**config.mk**
```make
export PLATFORM = sky130hd
export DESIGN_NAME = bounded_stack_with_search_top
export DESIGN_NICKNAME = d
export VERILOG_FILES = /design/src/design/bstk_pkg.sv /design/src/design/bounded_stack_with_search_top.sv /design/src/design/bstk_ram.sv
export SDC_FILE = /design/constraint.sdc
export NUM_CORES = 1
export LEC_CHECK = 0
export ABC_AREA = 1
export BUFFER_PORTS_ARGS = -buffer_cell sky130_fd_sc_hd__buf_2
export CORE_MARGIN = 2
export CORE_UTILIZATION = 45
export CTS_CLUSTER_SIZE = 20
export DETAILED_ROUTE_END_ITERATION = 16
export SYNTH_ARGS = -nofsm -noshare
export SYNTH_HDL_FRONTEND = slang
export SYNTH_SLANG_ARGS = --single-unit
```
**constraint.sdc**
```tcl
create_clock -name clk -period 4.3 [get_ports clk]
set_input_delay 0.645 -clock clk [delete_from_list [all_inputs] [get_ports clk]]
set_output_delay 0.645 -clock clk [all_outputs]
set_load 0.02 [all_outputs]
```
**src/design/bstk_pkg.sv**
```systemverilog
`timescale 1ns / 1ps
`default_nettype none
// ----------------------------------------------------------------------------
// bstk_pkg
// Shared types and constants for the bounded stack with search.
// ----------------------------------------------------------------------------
package bstk_pkg;

  localparam int DEPTH_DEF = 32;
  localparam int DATA_W    = 32;
  localparam int KIND_W    = 3;
  localparam int STATUS_W  = 2;
  localparam int COUNT_W   = 6;

  // Operation codes.
  localparam logic [KIND_W-1:0] KIND_PUSH   = 3'd0;
  localparam logic [KIND_W-1:0] KIND_POP    = 3'd1;
  localparam logic [KIND_W-1:0] KIND_PEEK   = 3'd2;
  localparam logic [KIND_W-1:0] KIND_CLEAR  = 3'd3;
  localparam logic [KIND_W-1:0] KIND_SEARCH = 3'd4;

  // Status codes.
  localparam logic [STATUS_W-1:0] ST_OK        = 2'd0;
  localparam logic [STATUS_W-1:0] ST_OVERFLOW  = 2'd1;
  localparam logic [STATUS_W-1:0] ST_UNDERFLOW = 2'd2;

  typedef struct packed {
    logic signed [DATA_W-1:0]  data;
    logic                      found;
    logic        [STATUS_W-1:0] status;
    logic        [COUNT_W-1:0]  count;
    logic                      is_empty;
    logic                      is_full;
  } result_t;

endpackage
`default_nettype wire

```
**src/design/bounded_stack_with_search_top.sv**
```systemverilog
`timescale 1ns / 1ps
`default_nettype none
// ----------------------------------------------------------------------------
// bounded_stack_with_search_top
// Bounded LIFO stack of 32-bit words with push, pop, peek, clear and search.
// ----------------------------------------------------------------------------
// The words live in one memory with a single write port and a single
// registered read port; the fill count is a register. Push, clear, unused
// codes and underflowing pop or peek finish in the cycle the item is accepted.
// Pop and peek pass through S_READ for the memory read. A search reads one
// entry per cycle from the bottom of the stack up and stops at the first
// match or after the top entry; a search of an empty stack ends on accept.
// One item is worked on at a time; a finished result sits in an output
// register, and the next item is accepted while it waits to be taken.
// No clearing pass runs after reset: entries above the fill count are never
// read.
// ----------------------------------------------------------------------------
module bounded_stack_with_search_top #(
  parameter int DEPTH = bstk_pkg::DEPTH_DEF
) (
  input  wire logic                                  clk,
  input  wire logic                                  rst,
  input  wire logic                                  in_valid,
  output logic                                       in_ready,
  input  wire logic        [bstk_pkg::KIND_W-1:0]    kind,
  input  wire logic signed [bstk_pkg::DATA_W-1:0]    value,
  output logic                                       out_valid,
  input  wire logic                                  out_ready,
  output logic signed      [bstk_pkg::DATA_W-1:0]    data,
  output logic                                       found,
  output logic             [bstk_pkg::STATUS_W-1:0]  status,
  output logic             [bstk_pkg::COUNT_W-1:0]   count,
  output logic                                       is_empty,
  output logic                                       is_full
);

  localparam int AW = $clog2(DEPTH);
  localparam int CW = $clog2(DEPTH + 1);

  typedef enum logic [1:0] {
    S_IDLE,
    S_READ,
    S_SRCH,
    S_DONE
  } state_t;

  state_t                          state, state_next;
  logic [CW-1:0]                   fill, fill_next;
  logic [CW-1:0]                   idx, idx_next;
  logic [CW-1:0]                   fill_dec;
  logic [bstk_pkg::DATA_W-1:0]     key;
  bstk_pkg::result_t               pend;
  bstk_pkg::result_t               res;
  logic                            fin;
  logic                            accept;
  logic                            out_free;
  logic                            hit;

  logic                            ram_we;
  logic [AW-1:0]                   ram_waddr;
  logic [AW-1:0]                   ram_raddr;
  logic [bstk_pkg::DATA_W-1:0]     ram_rdata;

  bstk_ram #(
    .WIDTH(bstk_pkg::DATA_W),
    .DEPTH(DEPTH)
  ) u_store (
    .clk  (clk),
    .we   (ram_we),
    .waddr(ram_waddr),
    .wdata(value),
    .raddr(ram_raddr),
    .rdata(ram_rdata)
  );

  assign in_ready = (state == S_IDLE);
  assign accept   = in_valid && in_ready;
  assign out_free = !out_valid || out_ready;
  assign fill_dec = fill - CW'(1);
  assign hit      = (ram_rdata == key);

  always_comb begin
    state_next = state;
    fill_next  = fill;
    idx_next   = idx;
    fin        = 1'b0;
    ram_we     = 1'b0;
    ram_waddr  = fill[AW-1:0];
    ram_raddr  = idx[AW-1:0];
    res.data   = '0;
    res.found  = 1'b0;
    res.status = bstk_pkg::ST_OK;
    unique case (state)
      S_IDLE: begin
        if (accept) begin
          unique case (kind)
            bstk_pkg::KIND_PUSH: begin
              fin = 1'b1;
              if (fill == CW'(DEPTH)) begin
                res.status = bstk_pkg::ST_OVERFLOW;
              end else begin
                ram_we    = 1'b1;
                fill_next = fill + CW'(1);
              end
            end
            bstk_pkg::KIND_POP, bstk_pkg::KIND_PEEK: begin
              if (fill == '0) begin
                fin        = 1'b1;
                res.status = bstk_pkg::ST_UNDERFLOW;
              end else begin
                ram_raddr  = fill_dec[AW-1:0];
                state_next = S_READ;
                if (kind == bstk_pkg::KIND_POP) begin
                  fill_next = fill_dec;
                end
              end
            end
            bstk_pkg::KIND_CLEAR: begin
              fin       = 1'b1;
              fill_next = '0;
            end
            bstk_pkg::KIND_SEARCH: begin
              if (fill == '0) begin
                fin = 1'b1;
              end else begin
                ram_raddr  = '0;
                idx_next   = CW'(1);
                state_next = S_SRCH;
              end
            end
            default: begin
              fin = 1'b1;
            end
          endcase
        end
      end
      S_READ: begin
        fin      = 1'b1;
        res.data = ram_rdata;
      end
      S_SRCH: begin
        // Read data belongs to entry idx-1; stop on a match or after the top.
        if (hit || idx == fill) begin
          fin       = 1'b1;
          res.found = hit;
        end else begin
          ram_raddr = idx[AW-1:0];
          idx_next  = idx + CW'(1);
        end
      end
      S_DONE: begin
        if (out_free) begin
          state_next = S_IDLE;
        end
      end
    endcase
    res.count    = bstk_pkg::COUNT_W'(fill_next);
    res.is_empty = (fill_next == '0);
    res.is_full  = (fill_next == CW'(DEPTH));
    if (fin) begin
      state_next = out_free ? S_IDLE : S_DONE;
    end
  end

  always_ff @(posedge clk) begin
    if (rst) begin
      state     <= S_IDLE;
      fill      <= '0;
      out_valid <= 1'b0;
    end else begin
      state <= state_next;
      fill  <= fill_next;
      idx   <= idx_next;
      if (accept) begin
        key <= value;
      end
      if (fin) begin
        if (out_free) begin
          out_valid <= 1'b1;
          data      <= res.data;
          found     <= res.found;
          status    <= res.status;
          count     <= res.count;
          is_empty  <= res.is_empty;
          is_full   <= res.is_full;
        end else begin
          pend <= res;
        end
      end else if (state == S_DONE && out_free) begin
        out_valid <= 1'b1;
        data      <= pend.data;
        found     <= pend.found;
        status    <= pend.status;
        count     <= pend.count;
        is_empty  <= pend.is_empty;
        is_full   <= pend.is_full;
      end else if (out_ready) begin
        out_valid <= 1'b0;
      end
    end
  end

endmodule
`default_nettype wire

```
**src/design/bstk_ram.sv**
```systemverilog
`timescale 1ns / 1ps
`default_nettype none
// ----------------------------------------------------------------------------
// bstk_ram
// Generic single-write, single-read memory with a registered read port.
// ----------------------------------------------------------------------------
module bstk_ram #(
  parameter int WIDTH = 32,
  parameter int DEPTH = 32
) (
  input  wire logic                     clk,
  input  wire logic                     we,
  input  wire logic [$clog2(DEPTH)-1:0] waddr,
  input  wire logic [WIDTH-1:0]         wdata,
  input  wire logic [$clog2(DEPTH)-1:0] raddr,
  output logic      [WIDTH-1:0]         rdata
);

  logic [WIDTH-1:0] mem [DEPTH];

  always_ff @(posedge clk) begin
    if (we) begin
      mem[waddr] <= wdata;
    end
    rdata <= mem[raddr];
  end

endmodule
`default_nettype wire

```
# Yosys cells after proc, flatten, opt, wreduce, memory -nomap -nowiden
# Memory sizes are Yosys's and may differ from the RTL's. A register that Yosys moved wholly into a read port is not among the register bits.
# Cells that the tools add are included.
[totals] wordCells=130 ramBits=1024 reg_bits=133 mem_count=1
[classes] addsub=3 eq_ne=21 reduce_logical=21 mux=65 n_bitwise=2
[mem_list] memory="u_store.mem" depth=32 word_bits=32 rd=1 rd_clocked_by_memory_dff=1 wr=1 line_no="bstk_ram.sv:19" text="logic [WIDTH-1:0] mem [DEPTH];"
[op_table] operator="32-bit 2-to-1 mux" n=4
[op_table] operator="6-bit 2-to-1 mux" n=12
[op_table] operator="32-bit == test" n=1
[op_table] operator="1-bit 2-to-1 mux" n=26
[op_table] operator="2-bit 2-to-1 mux" n=12
[op_table] operator="5-bit 2-to-1 mux" n=4
[op_table] operator="6-bit one-hot mux with 3 select lines" n=1
[op_table] operator="6-bit by 1-bit adder with 6-bit output, second input constant" n=2
[op_table] operator="6-bit == test, second input constant" n=2
[op_table] operator="6-bit zero test" n=2
[op_table] operator="2-bit one-hot mux with 2 select lines" n=3
[op_table] operator="6-bit one-hot mux with 2 select lines" n=1
[op_table] operator="6-bit AND reduction" n=2
[op_table] operator="5-bit one-hot mux with 2 select lines" n=1
[op_table] operator="4-bit != test, second input constant" n=2
[op_table] operator="3-bit by 2-bit == test with 1-bit output, second input constant" n=2
[op_table] operator="6-bit == test" n=1
[op_table] operator="2-bit by 1-bit != test with 1-bit output, second input constant" n=3
[op_table] operator="3-bit AND reduction" n=2
[op_table] operator="3-bit nonzero test" n=2
[op_table] operator="6-bit by 1-bit subtractor with 6-bit output, second input constant" n=1
[op_table] operator="2-bit == test, second input constant" n=2
[op_table] operator="2-bit != test, second input constant" n=2
[op_table] operator="4-bit by 1-bit != test with 1-bit output, second input constant" n=1
[op_table] operator="16 further kinds" n=21

# Depth between registers and ports, before layout
[depth] ltp_word=9 mapped_depth=17 depth_no_buf=15

# Hierarchy
# From an unflattened synthesis, not the netlist that was laid out.
[hier_totals] cells_unflattened=4131 area_unflattened_um2=48532.8
[by_module_without_submodules] module="bstk_ram" cells_each=3536 area_per_inst_um2=42405.7 instances=1
[by_module_without_submodules] module="bounded_stack_with_search_top" cells_each=595 area_per_inst_um2=6127.1 instances=1

# Worst setup path after synthesis
# Ideal clock, no wire load.
[synth_path] path_kind="in2reg" start="input kind[0] in the netlist's numbering" end="register count[0] in the netlist's numbering, enable pin" stages=9 path_buffers=0 t_arrival_ns=3.490 setup_slack_ns=0.352 path_cell_list="inv_1 > nand2_1 > nand3_1 > nand2_1 > nand2_1 > nand2_1 > nand4_2 > o21ai_0 > a21oi_1"
[synth_between] elab_chain_len=7 elab_cells_between_ends=10
[synth_rtl] element="from (decl)" line_no="bounded_stack_with_search_top.sv:25" text="input wire logic [bstk_pkg::KIND_W-1:0] kind,"
[synth_rtl] element="3-bit by 1-bit == test with 1-bit output (tied with other cells)" line_no="bounded_stack_with_search_top.sv:96" text="unique case (kind)"
[synth_rtl] element="3-bit OR reduction (no source line) (*)"
[synth_rtl] element="1-bit 2-to-1 mux (*)"
[synth_rtl] element="1-bit 2-to-1 mux (*)" line_no="bounded_stack_with_search_top.sv:95" text="if (accept) begin"
[synth_rtl] element="1-bit one-hot mux with 3 select lines (*)" line_no="bounded_stack_with_search_top.sv:93" text="unique case (state)"
[synth_rtl] element="2-bit by 1-bit != test with 1-bit output (no source line) or 2-bit nonzero test (tied branches)"
[synth_rtl] element="3-bit AND reduction (no source line) (*)"
[synth_rtl] element="to (signal assigned)" line_no="bounded_stack_with_search_top.sv:183" text="count <= res.count;"
[synth_rtl] element="to (signal assigned)" line_no="bounded_stack_with_search_top.sv:194" text="count <= pend.count;"
[synth_rtl] element="to (decl)" line_no="bounded_stack_with_search_top.sv:32" text="output logic [bstk_pkg::COUNT_W-1:0] count,"
# Every way passes the cells marked *; elsewhere a longest branch is shown, timed or not.
# A chain may end at the register's enable or synchronous reset.

# Worst setup path after layout
[layout_path] start="register fill[0]" end="register u_store.rdata[25] (read register of u_store.mem)"
[layout_between] elab_chain_len=5 elab_cells_between_ends=7
[layout_rtl] element="from (decl)" line_no="bounded_stack_with_search_top.sv:48" text="logic [CW-1:0] fill, fill_next;"
[layout_rtl] element="from (signal assigned)" line_no="bounded_stack_with_search_top.sv:172" text="fill <= fill_next;"
[layout_rtl] element="6-bit by 1-bit subtractor with 6-bit output or 6-bit zero test (tied branches)" line_no="bounded_stack_with_search_top.sv:79, bounded_stack_with_search_top.sv:107, bounded_stack_with_search_top.sv:123"
[layout_rtl] element="5-bit 2-to-1 mux, on equally long branches" line_no="bounded_stack_with_search_top.sv:107, bounded_stack_with_search_top.sv:123"
[layout_rtl] element="5-bit one-hot mux with 2 select lines (*)" line_no="bounded_stack_with_search_top.sv:96"
[layout_rtl] element="5-bit 2-to-1 mux (*)" line_no="bounded_stack_with_search_top.sv:95"
[layout_rtl] element="5-bit 2-to-1 mux (*)"
[layout_rtl] element="to (decl)" line_no="bstk_ram.sv:16" text="output logic [WIDTH-1:0] rdata"
# Marks and branches as above.

==> metrics.txt <==
status completed; Design Area, Final 0.0580 mm2; Synth Net Count about 4900; FP Rows ~120; multi-input logic area around 0.013 mm2; Final HPWL DP roughly 77000 um; Top-Level Pins 84; Buf/Inv on CP 3; CTS Sinks between 1000 and 1500; maximum VDD drop 0.348 mV; Num CTS Buffers 120; Seq/Total Area, Yosys 68.3%; vias in the first global route 33100; critical path required time between 4 and 5 ns; post-route ant nets 0; met2 WL around 67000 um; timing-limited maximum frequency ~0.3 GHz; Synth Area in Compound Gates less than 1%; Crit Path Class reg2reg; CP Launch Type register; Worst-path clk slew ~0.060 ns; die height roughly 340 um; Nets slightly below 5000; number of synthesized flops with an enable pin between 1000 and 1500; crit-path most repeated cell nand3_1; largest family of logic cells by synthesized area simple AND/OR/NAND/NOR gates; total number of vias approximately 35000; Hold Vio Cnt, Final 0; first-pass GRT wire length between 200000 and 250000 um; Clock Tree Root clkbuf_16; WL met1 63000 um; Max Cap Viol 0; top-area cell type share of the netlist area around two thirds; Core Box Area 0.114 mm2; post-synth top area cell edfxtp_1; Setup Fix Bufs, Post-CTS 0; initial core utilization between 40% and 50%; xor and xnor fraction of the mapped netlist area 0.339%; DR WL/cell roughly 22 um; Slew Limit Fails 0; flip-flop and latch area 0.0353 mm2; met3 wire len around 11000 um; Synth Area in Simple Gates between 20% and 30%; H-tree levels 3; top layer in use met5; CTS Buffer Depth 3; Post-CTS Hold Fix Bufs 0; Die X 343 um; worst skew pair latency between 0.7 and 0.8 ns; Synth area leaders edfxtp_1 (67%), nand3_1 (11%), nand2_1 (9.0%); YS warnings 0; TritonRoute pass-1 iters 9; Final Skew approximately 0.025 ns; Fillers between 9000 and 10000; Main synth FF type edfxtp_1; drt initial violations between 3000 and 4000; Finished Core Util between 50% and 60%; Power per Cell Area between 400 and 500 mW/mm2; drt total wl 145000 um; number of gates resized after CTS 0; placed cell areas ~0.054 mm2; Cell variety after synth 40; largest net degree at the start of global routing a little under 200; crit-path max FO just over 60; Worst Tran Pin Value around 1.2 ns; ys async rst share 0%; adder-cell share of the synthesized area less than 1%; Static Leak between 0.02 and 0.025 uW; RSZ-0062 raised after global routing false; Avg Inst Size Synth 10.7 um2; hold crit path type in2reg; nature of the critical path endpoint register; slowest stage delay, CP ~0.48 ns; grt ovf 0; Port-buffer cells between 80 and 90; CP Data Arrival Time around 4.1 ns; worst-path cell chain inv_1 -> ha_1 -> nand3_2 -> nand3_1 -> nor2_1 -> o21bai_4 -> buf_12 -> buf_4 -> nand3_1 -> nand3_1 -> nand3_1 -> nand2_1 -> nand2_1 -> nand2_1; Final Non-Filler Cells about 6500; final setup vio count 0; mux cell area share after synthesis 0%; gr usage total between 20% and 30%; Post-Route Setup TNS 0 ns; minimum clock period between 3 and 4 ns; Worst slew margin between 10% and 20%; Die ar. around 0.12 mm2; Layout area overhead 12.3%; #FFs+latches synth approximately 1200; CTS tree done; # DRC 0; Avg Vias per Cell approximately 5.4; CP max stage cell dfxtp_1; share of layout cells above drive strength 1 8.24%; area of the mapped netlist approximately 0.052 mm2; RePlAce Congestion 0.862; synth cell count leaders nand2_1 (1240), edfxtp_1 (1148), nand3_1 (1109); Synth Instances 4847; dpl cells 6255; most common cell in the synthesized netlist nand2_1; CP delay by family, top simple AND/OR/NAND/NOR gates; crit share post-route 79.8%; initial antenna violation count 6
state kept, by name, indices dropped and copies added, names as in the netlist, 2 cells and up:
register and flops:
data 32, key 32, pend 43, u_store.mem 1024, status 2, u_store.rdata 32, fill 6, count 6
idx 6, state 2
per-stage QoR:
step,setup WS (ns),total power (uW),hold WS (ns)
finish,0.870,27800,0.294
global route,0.724,28800,0.296
CTS,0.941,27900,0.258
detailed placement,0.930,17800,0.504
global placement,0.934,17700,0.500
floorplan,0.352,16200,0.487
cells in the final DEF, fill, tap and decap left out, types with 3 or more instances in the layout:
cell | Yosys | layout
a21oi_1 | 6 | 5
nand2_1 | 1240 | 1240
xnor2_1 | 9 | 9
nor2_4 | 1 | 34
clkinv_2 | 0 | 23
inv_6 | 0 | 3
nor3_1 | 12 | 11
o21ai_0 | 51 | 51
buf_12 | 0 | 44
nor2_1 | 133 | 100
inv_1 | 615 | 613
xor2_1 | 11 | 11
clkinv_1 | 0 | 33
clkbuf_1 | 28 | 21
inv_2 | 4 | 4
or2_2 | 4 | 4
clkbuf_16 | 0 | 122
nand4_1 | 12 | 12
nand3b_1 | 129 | 129
dfxtp_1 | 41 | 41
ha_1 | 6 | 6
buf_2 | 233 | 83
edfxtp_1 | 1148 | 1148
nand3_1 | 1109 | 1109
a31oi_1 | 3 | 3
buf_4 | 12 | 57
clkinvlp_4 | 0 | 3
o211ai_1 | 3 | 3
bufinv_16 | 0 | 10
power by group:
group | total [uW] | leakage, uW | internal (uW) | switching (uW)
combinational | 4230 | 0.0107 | 1130 | 3090
sequential | 13300 | 0.0107 | 13100 | 252
clock | 10200 | 0.00187 | 5790 | 4430
worst reg2reg max path, stage by stage, from the launching register on:
cell and delay, ns:
dfxtp_1 0.48, inv_1 0.17, ha_1 0.27, nand3_2 0.19, nand3_1 0.09, nor2_1 0.31, o21bai_4 0.26, buf_12 0.39
buf_4 0.50, nand3_1 0.13, nand3_1 0.11, nand3_1 0.12, nand2_1 0.15, nand2_1 0.09, nand2_1 0.13
final cells by class:
cell class / count / share of cell area, %
clock inverter: 76 / 1.16
timing repair buffer: 184 / 2.97
tap: 1512 / 3.26
inverter: 619 / 4.02
sequential: 1189 / 60.9
antenna: 1 / 0.00431
clock buffer: 144 / 5.42
multi-input combinational: 2751 / 22.3
metal layers:
metal / vias to the layer above / GRT usage [%]
met5: - / 0
met4: 10 / 7.56
met3: 258 / 3.83
met2: 1409 / 39.2
met1: 17200 / 34.9
li1: 16400 / -
worst paths after layout:
kind / from / to / slack [ns] / cells past startpoint
hold / removal: rst / out_valid$_SDFFE_PP0P_ / 0.29 / 2
hold reg to reg: pend[0]$_DFFE_PP_ / is_full$_DFFE_PP_ / 0.52 / 2
setup reg to reg: fill[0]$_SDFF_PP0_ / u_store.rdata[25]$_DFF_P_ / 0.87 / 14
setup / recovery: fill[0]$_SDFF_PP0_ / u_store.rdata[25]$_DFF_P_ / 0.87 / 14
logic make-up after synthesis:
group	Yosys count
and+or+nand+nor	2655
DFF	1189
buffers and inverters	907
AOI/OAI and AO/OA	70
xor gates and xnor gates	20
adders and majority gates	6
Note: power is estimated with default switching activity, not from simulation.
